**config.mk**
```make
export PLATFORM = sky130hd
export DESIGN_NAME = priority_ordered_process_queue
export DESIGN_NICKNAME = d
export VERILOG_FILES = /design/src/poq_pkg.sv /design/src/poq_cell.sv /design/src/priority_ordered_process_queue.sv
export SDC_FILE = /design/constraint.sdc
export NUM_CORES = 2
export LEC_CHECK = 0
export ABC_AREA = 1
export BUFFER_PORTS_ARGS = -buffer_cell sky130_fd_sc_hd__buf_2
export CAP_MARGIN = 0
export CORE_MARGIN = 4
export CORE_UTILIZATION = 29
export DETAILED_ROUTE_END_ITERATION = 10
export PLACE_DENSITY = 0.51
export SYNTH_ARGS = -nofsm -noshare
export SYNTH_HDL_FRONTEND = slang
export SYNTH_SLANG_ARGS = --single-unit
export TNS_END_PERCENT = 100
```
**constraint.sdc**
```tcl
create_clock -name clk_i -period 4.3 [get_ports clk_i]
set_input_delay 0.215 -clock clk_i [delete_from_list [all_inputs] [get_ports clk_i]]
set_output_delay 0.215 -clock clk_i [all_outputs]
set_load 0.02 [all_outputs]
```
**src/poq_pkg.sv**
```systemverilog
// Shared types and codes for the priority-ordered process queue.
package poq_pkg;

  localparam int unsigned ID_BITS     = 5;
  localparam int unsigned OPCODE_BITS = 2;
  localparam int unsigned STATUS_BITS = 2;
  localparam int unsigned PRIO_W      = 8;

  typedef enum logic [OPCODE_BITS-1:0] {
    OP_INSERT = 2'd0,
    OP_POP    = 2'd1,
    OP_DELETE = 2'd2,
    OP_NOP    = 2'd3
  } op_e;

  typedef enum logic [STATUS_BITS-1:0] {
    ST_OK   = 2'd0,
    ST_MISS = 2'd1,
    ST_FULL = 2'd2
  } status_e;

  typedef struct packed {
    logic [OPCODE_BITS-1:0] opcode;
    logic [ID_BITS-1:0]     entry_id;
    logic [PRIO_W-1:0]      priority_req;
  } in_t;

  typedef struct packed {
    logic [STATUS_BITS-1:0] status;
    logic [ID_BITS-1:0]     taken_id;
    logic [PRIO_W-1:0]      taken_prio;
    logic                   queue_empty;
    logic [ID_BITS-1:0]     head_id;
    logic [PRIO_W-1:0]      head_prio;
  } out_t;

  // Command broadcast to every cell of the chain.
  typedef struct packed {
    logic do_insert;
    logic do_pop;
    logic do_delete;
  } ctl_t;

endpackage

```
**src/poq_cell.sv**
```systemverilog
// One slot of the sorted queue: holds an entry and shifts with its neighbors.
module poq_cell import poq_pkg::*; #(
  parameter int unsigned PRIO_BITS = 8
) (
  input  logic                 clk_i,
  input  logic                 rst_ni,
  input  ctl_t                 ctl_i,
  input  logic [ID_BITS-1:0]   id_i,
  input  logic [PRIO_BITS-1:0] prio_i,
  input  logic                 left_valid_i,
  input  logic                 left_lower_i,
  input  logic [ID_BITS-1:0]   left_id_i,
  input  logic [PRIO_BITS-1:0] left_prio_i,
  input  logic                 right_valid_i,
  input  logic [ID_BITS-1:0]   right_id_i,
  input  logic [PRIO_BITS-1:0] right_prio_i,
  input  logic                 hit_i,
  output logic                 valid_o,
  output logic                 lower_o,
  output logic [ID_BITS-1:0]   id_o,
  output logic [PRIO_BITS-1:0] prio_o,
  output logic                 hit_o
);

  logic                 valid_q, valid_d;
  logic [ID_BITS-1:0]   id_q, id_d;
  logic [PRIO_BITS-1:0] prio_q, prio_d;
  logic                 lower, match;

  // Slot is empty or holds strictly lower priority than the new entry.
  assign lower = !valid_q || (prio_i > prio_q);
  assign match = valid_q && (id_q == id_i);

  always_comb begin
    valid_d = valid_q;
    id_d    = id_q;
    prio_d  = prio_q;
    if (ctl_i.do_pop || (ctl_i.do_delete && (hit_i || match))) begin
      // Close the gap: take the right neighbor's entry.
      valid_d = right_valid_i;
      id_d    = right_id_i;
      prio_d  = right_prio_i;
    end else if (ctl_i.do_insert && lower) begin
      if (left_lower_i) begin
        valid_d = valid_q || left_valid_i;
        id_d    = left_id_i;
        prio_d  = left_prio_i;
      end else begin
        valid_d = 1'b1;
        id_d    = id_i;
        prio_d  = prio_i;
      end
    end
  end

  always_ff @(posedge clk_i or negedge rst_ni) begin
    if (!rst_ni) begin
      valid_q <= 1'b0;
    end else begin
      valid_q <= valid_d;
    end
  end

  always_ff @(posedge clk_i) begin
    id_q   <= id_d;
    prio_q <= prio_d;
  end

  assign valid_o = valid_q;
  assign lower_o = lower;
  assign id_o    = id_q;
  assign prio_o  = prio_q;
  assign hit_o   = hit_i || match;

endmodule

```
**src/priority_ordered_process_queue.sv**
```systemverilog
// Priority-ordered process queue built as a chain of compare-and-shift cells.
// The result of each command is registered in the output register when the command transfers.
// Throughput: one command per cycle while no untaken result holds off the input, set by the shift of every cell.
// A waiting result that is not being taken holds off the input; a new command enters in the cycle it transfers.
// Reset empties the queue by clearing all slot valid bits at once.
module priority_ordered_process_queue import poq_pkg::*; #(
  parameter int unsigned DEPTH     = 32,
  parameter int unsigned PRIO_BITS = 8
) (
  input  logic clk_i,
  input  logic rst_ni,
  input  logic in_valid_i,
  output logic in_ready_o,
  input  in_t  in_data_i,
  output logic out_valid_o,
  input  logic out_ready_i,
  output out_t out_data_o
);

  logic                 in_fire;
  op_e                  op;
  logic [ID_BITS-1:0]   cmd_id;
  logic [PRIO_BITS-1:0] cmd_prio;
  ctl_t                 ctl;

  logic [DEPTH-1:0]     cell_valid, cell_lower;
  logic [ID_BITS-1:0]   cell_id [DEPTH];
  logic [PRIO_BITS-1:0] cell_prio [DEPTH];
  logic [DEPTH:0]       hit;

  logic                 full, empty, found;
  logic [ID_BITS-1:0]   del_id;
  logic [PRIO_BITS-1:0] del_prio;

  out_t res;
  out_t out_q;
  logic out_valid_q;

  assign in_ready_o = !out_valid_q || out_ready_i;
  assign in_fire    = in_valid_i && in_ready_o;

  assign op       = op_e'(in_data_i.opcode);
  assign cmd_id   = in_data_i.entry_id;
  assign cmd_prio = PRIO_BITS'({24'd0, in_data_i.priority_req});

  assign full  = cell_valid[DEPTH-1];
  assign empty = !cell_valid[0];
  assign found = hit[DEPTH];

  assign ctl.do_insert = in_fire && (op == OP_INSERT) && !full;
  assign ctl.do_pop    = in_fire && (op == OP_POP);
  assign ctl.do_delete = in_fire && (op == OP_DELETE);

  assign hit[0] = 1'b0;

  for (genvar i = 0; i < DEPTH; i++) begin : g_cell
    logic                 l_valid, l_lower, r_valid;
    logic [ID_BITS-1:0]   l_id, r_id;
    logic [PRIO_BITS-1:0] l_prio, r_prio;

    if (i == 0) begin : g_first
      assign l_valid = 1'b1;
      assign l_lower = 1'b0;
      assign l_id    = '0;
      assign l_prio  = '0;
    end else begin : g_mid
      assign l_valid = cell_valid[i-1];
      assign l_lower = cell_lower[i-1];
      assign l_id    = cell_id[i-1];
      assign l_prio  = cell_prio[i-1];
    end

    if (i == DEPTH - 1) begin : g_last
      assign r_valid = 1'b0;
      assign r_id    = '0;
      assign r_prio  = '0;
    end else begin : g_inner
      assign r_valid = cell_valid[i+1];
      assign r_id    = cell_id[i+1];
      assign r_prio  = cell_prio[i+1];
    end

    poq_cell #(
      .PRIO_BITS(PRIO_BITS)
    ) u_cell (
      .clk_i        (clk_i),
      .rst_ni       (rst_ni),
      .ctl_i        (ctl),
      .id_i         (cmd_id),
      .prio_i       (cmd_prio),
      .left_valid_i (l_valid),
      .left_lower_i (l_lower),
      .left_id_i    (l_id),
      .left_prio_i  (l_prio),
      .right_valid_i(r_valid),
      .right_id_i   (r_id),
      .right_prio_i (r_prio),
      .hit_i        (hit[i]),
      .valid_o      (cell_valid[i]),
      .lower_o      (cell_lower[i]),
      .id_o         (cell_id[i]),
      .prio_o       (cell_prio[i]),
      .hit_o        (hit[i+1])
    );
  end

  // Select the entry at the first id match.
  always_comb begin
    del_id   = '0;
    del_prio = '0;
    for (int unsigned i = 0; i < DEPTH; i++) begin
      if (hit[i+1] && !hit[i]) begin
        del_id   = del_id | cell_id[i];
        del_prio = del_prio | cell_prio[i];
      end
    end
  end

  // Build the result, including the head as it stands after the command.
  always_comb begin
    logic                 hv;
    logic [ID_BITS-1:0]   hid;
    logic [PRIO_BITS-1:0] hpr;
    res        = '0;
    res.status = ST_OK;
    hv         = cell_valid[0];
    hid        = cell_id[0];
    hpr        = cell_prio[0];
    unique case (op)
      OP_INSERT: begin
        if (full) begin
          res.status = ST_FULL;
        end else begin
          res.taken_id   = cmd_id;
          res.taken_prio = PRIO_W'(cmd_prio);
          if (cell_lower[0]) begin
            hv  = 1'b1;
            hid = cmd_id;
            hpr = cmd_prio;
          end
        end
      end
      OP_POP: begin
        if (empty) begin
          res.status = ST_MISS;
        end else begin
          res.taken_id   = cell_id[0];
          res.taken_prio = PRIO_W'(cell_prio[0]);
          hv  = cell_valid[1];
          hid = cell_id[1];
          hpr = cell_prio[1];
        end
      end
      OP_DELETE: begin
        if (!found) begin
          res.status = ST_MISS;
        end else begin
          res.taken_id   = del_id;
          res.taken_prio = PRIO_W'(del_prio);
          if (hit[1]) begin
            hv  = cell_valid[1];
            hid = cell_id[1];
            hpr = cell_prio[1];
          end
        end
      end
      OP_NOP: begin
        res.status = ST_OK;
      end
      default: begin
        res.status = ST_OK;
      end
    endcase
    res.queue_empty = !hv;
    res.head_id     = hv ? hid : '0;
    res.head_prio   = hv ? PRIO_W'(hpr) : '0;
  end

  always_ff @(posedge clk_i or negedge rst_ni) begin
    if (!rst_ni) begin
      out_valid_q <= 1'b0;
    end else if (in_fire) begin
      out_valid_q <= 1'b1;
    end else if (out_ready_i) begin
      out_valid_q <= 1'b0;
    end
  end

  // Hold the result until its transfer.
  always_ff @(posedge clk_i) begin
    if (in_fire) begin
      out_q <= res;
    end
  end

  assign out_valid_o = out_valid_q;
  assign out_data_o  = out_q;

endmodule

```
==> results by group <==
Cells and area
  • Layout Area Growth over Synthesis: 25.0%
  • Fin nets: 5,297
  • Cell Count, Final, Fillers Out: 6,716
  • Filler cells: 12,900
  • Share of layout cells above drive strength 1: 18.5%
  • Inserted Diodes: 0

Detailed routing
  • Detailed Route WL: 147,000 um
  • Drt drc: 0
  • Post-DR wirelength/cell: 21.9 um
  • DRT Pass-1 Iters: 5
  • DR iter-0 viols: 3,696
  • Final ANT Viol Nets: 0
  • Routed via count: 36,200
  • Avg Vias per Cell: 5.40

Synth
  • Ys async rst share: 6.90%
  • Synth cell count leaders: nand2_1 (946), inv_1 (553), o21ai_0 (534)
  • Post-synth EDFFs: 432
  • Seq/Total Area, Yosys: 38.9%
  • Mapped Nets: 4,959
  • Unique masters post-synth: 52
  • Synth area leaders: edfxtp_1 (36%), nand2_1 (9.8%), ha_1 (8.6%)
  • Synth top area share: 35.9%
  • Main synth FF type: edfxtp_1
  • Mapped Cells: 4,692
  • Syn avg cell area: 7.71 um2
  • Synthesis Warnings: 0
  • Register bit total from synthesis: 478
  • Top-count cell post-synth: nand2_1
  • Cell taking the most area after synthesis: edfxtp_1
  • Post-Syn Area: 0.0362 mm2

Place
  • GP Congestion: 0.888
  • Dpl ws: -0.756 ns
  • Post-DP HPWL: 107,000 um
  • DP Cell Count: 6,513
  • Port-buffer cells: 49

Global route
  • GRT Util Overall: 21.5%
  • Initial antenna violation count: 4
  • Vias in the first global route: 34,300
  • Global-route wire length before repair: 218,000 um
  • Largest net degree at the start of global routing: 38
  • Grt total ovfl: 0

Timing
  • Worst rel slew slack: 20.9%
  • Hold Vio Cnt, Final: 0
  • Finish-stage setup viols: 68
  • RSZ-0062 raised after global routing: true
  • Worst Max-Slew Pin Slew: 1.19 ns
  • Setup ws final: -0.145 ns
  • Clk_skew: 0.0214 ns
  • Max Freq: 225 MHz
  • Fin crit share: 103%
  • Slew Viols, Final: 0
  • Final critical-path required period: 4.44 ns

Critical path
  • CP Capture Type: register
  • Critical Path Start Type: register
  • R2R cell count: 32
  • Crit-path most repeated cell: nand3_2
  • CP arrival: 4.84 ns
  • Critical Path Fanout Max: 5
  • Slowest CP cell: edfxtp_1
  • CP peak stage delay: 0.43 ns
  • Required time of the worst setup path: 4.69 ns
  • Crit path kind: reg2reg

Run
  • Max Cap Viol: 0

Power and ir drop
  • PwrDens: 504 mW/mm2
  • Max IR drop VDD: 0.313 mV
  • Power Total: 22,800 uW
  • Lkg Pwr: 0.0194 uW

Hold path
  • Worst hold path depth: 4
  • Worst Hold Class: in2reg

Clock network
  • Worst skew pair latency: 0.65 ns
  • Root Buffer: clkbuf_16
  • Clock-pin slew of the registers on the worst-case setup and hold paths: 0.07 ns
  • TritonCTS clock tree: yes
  • # clock sinks: 478
  • Num CTS Buffers: 60
  • CTS Buffer Depth: 3
  • H-Tree Depth: 2

Outcome
  • Failing checks: negative setup slack
  • Status: finished, violations left

Floorplanning
  • Initial Util: 29.2%
  • Die Wd: 361 um
  • Die Footprint: 0.130 mm2
  • Total core area: 0.124 mm2
  • Rows: 129
  • Die Span Y: 361 um
  • # IOs: 50
worst paths after layout:
check | startpoint | to | slack, ns
worst max register to register | g_cell[0].u_cell.id_o[2] | out_data_o[18] | -0.14
max in group asynchronous | rst_ni | g_cell[8].u_cell.valid_o | 3.54
min in group asynchronous | rst_ni | g_cell[24].u_cell.valid_o | 0.25
worst max-delay path | g_cell[0].u_cell.id_o[2] | out_data_o[18] | -0.14
worst min register to register | g_cell[27].u_cell.valid_o | g_cell[26].u_cell.valid_o | 0.54
worst min-delay path | in_data_i[9] | out_data_o[23] | 0.13
where the power goes:
group          total (uW)  switching [uW]  internal [uW]
clock                5000            2170           2830
sequential           7300             780           6520
combinational       10500            6560           3910
stage by stage:
step	setup TNS [ns]	instance area (um2)	hold slack [ns]	util [%]
after floorplan	0	36200	-0.0806	-
after global placement	-52.70	40900	0.396	33.0
after detailed placement	-64.59	40900	0.397	33.0
after CTS	-15.49	43900	0.0968	35.5
after global routing	-43.78	45200	0.144	36.5
final	-3.22	45200	0.127	36.5
cell families after synthesis:
family | count (synthesis) | synth area share [%]
AOI/OAI and AO/OA | 1295 | 21.6
buffers and inverters | 859 | 9.15
DFF | 478 | 38.9
adders and majority gates | 248 | 8.58
and+or+nand+nor | 1759 | 20.5
xor gates and xnor gates | 53 | 1.28
routing by layer:
metal	wire (um)	vias up	track usage [%]
li1	-	17100	-
met1	65600	17600	30.5
met2	68100	1377	35.2
met3	10400	167	2.31
met4	3180	0	4.73
met5	0	-	0
critical path: cells and delay by family (launching register included):
family,cells,cell delay [ns]
AND/OR/NAND/NOR,26,3.01
buffers and inverters,6,0.74
flip-flops,1,0.43
cell type report:
type	instances	area, um2	share of cell area, %
multi-input cells	3357	20200	44.8
flip-flops and latches	478	14100	31.1
repair buffers	555	4820	10.7
inverters	578	2180	4.83
well taps	1637	2050	4.53
clock buffers	77	1600	3.53
clock inverters	34	258	0.570
state kept, by name, summed over array words and instances, names as in the netlist:
| register | flops |
|---|---|
| out_data_o | 29 |
| g_cell.u_cell.id_o | 160 |
| g_cell.u_cell.valid_o | 32 |
| out_valid_o | 1 |
| g_cell.u_cell.prio_o | 256 |
cells in the final DEF (no fill, tap or decap), types with 9 or more instances in the layout:
master / count
clkinv_2: 17
buf_6: 52
o21ai_0: 467
nor4_1: 14
nor2_2: 56
o22ai_1: 40
nor2_4: 65
edfxtp_1: 432
nand2_1: 918
clkbuf_16: 70
nand4_1: 62
buf_2: 40
nand3_2: 64
a32oi_1: 10
nor4_2: 9
o2111ai_1: 36
xor2_1: 45
nand2_2: 20
buf_12: 27
a21oi_2: 22
buf_4: 420
a22oi_1: 27
a21oi_1: 219
nor3_1: 15
o21ai_1: 72
o211ai_1: 304
nor2_1: 308
dfxtp_1: 13
nand3_1: 188
ha_1: 248
a31oi_1: 27
inv_1: 541
inv_2: 13
o221ai_1: 22
nand3_4: 13
clkinv_1: 33
dfrtp_1: 33
clkbuf_1: 15
timing repair:
action / in CTS / in global routing
hold endpoints to repair: 34 / 0
gates cloned: 5 / 13
endpoints found under the setup margin: 239 / 324
hold buffers: 3 / 0
pin swaps: 35 / 132
gates resized for setup: 201 / 268
setup buffers: 59 / 23
Power figures use the tool's default switching activity.
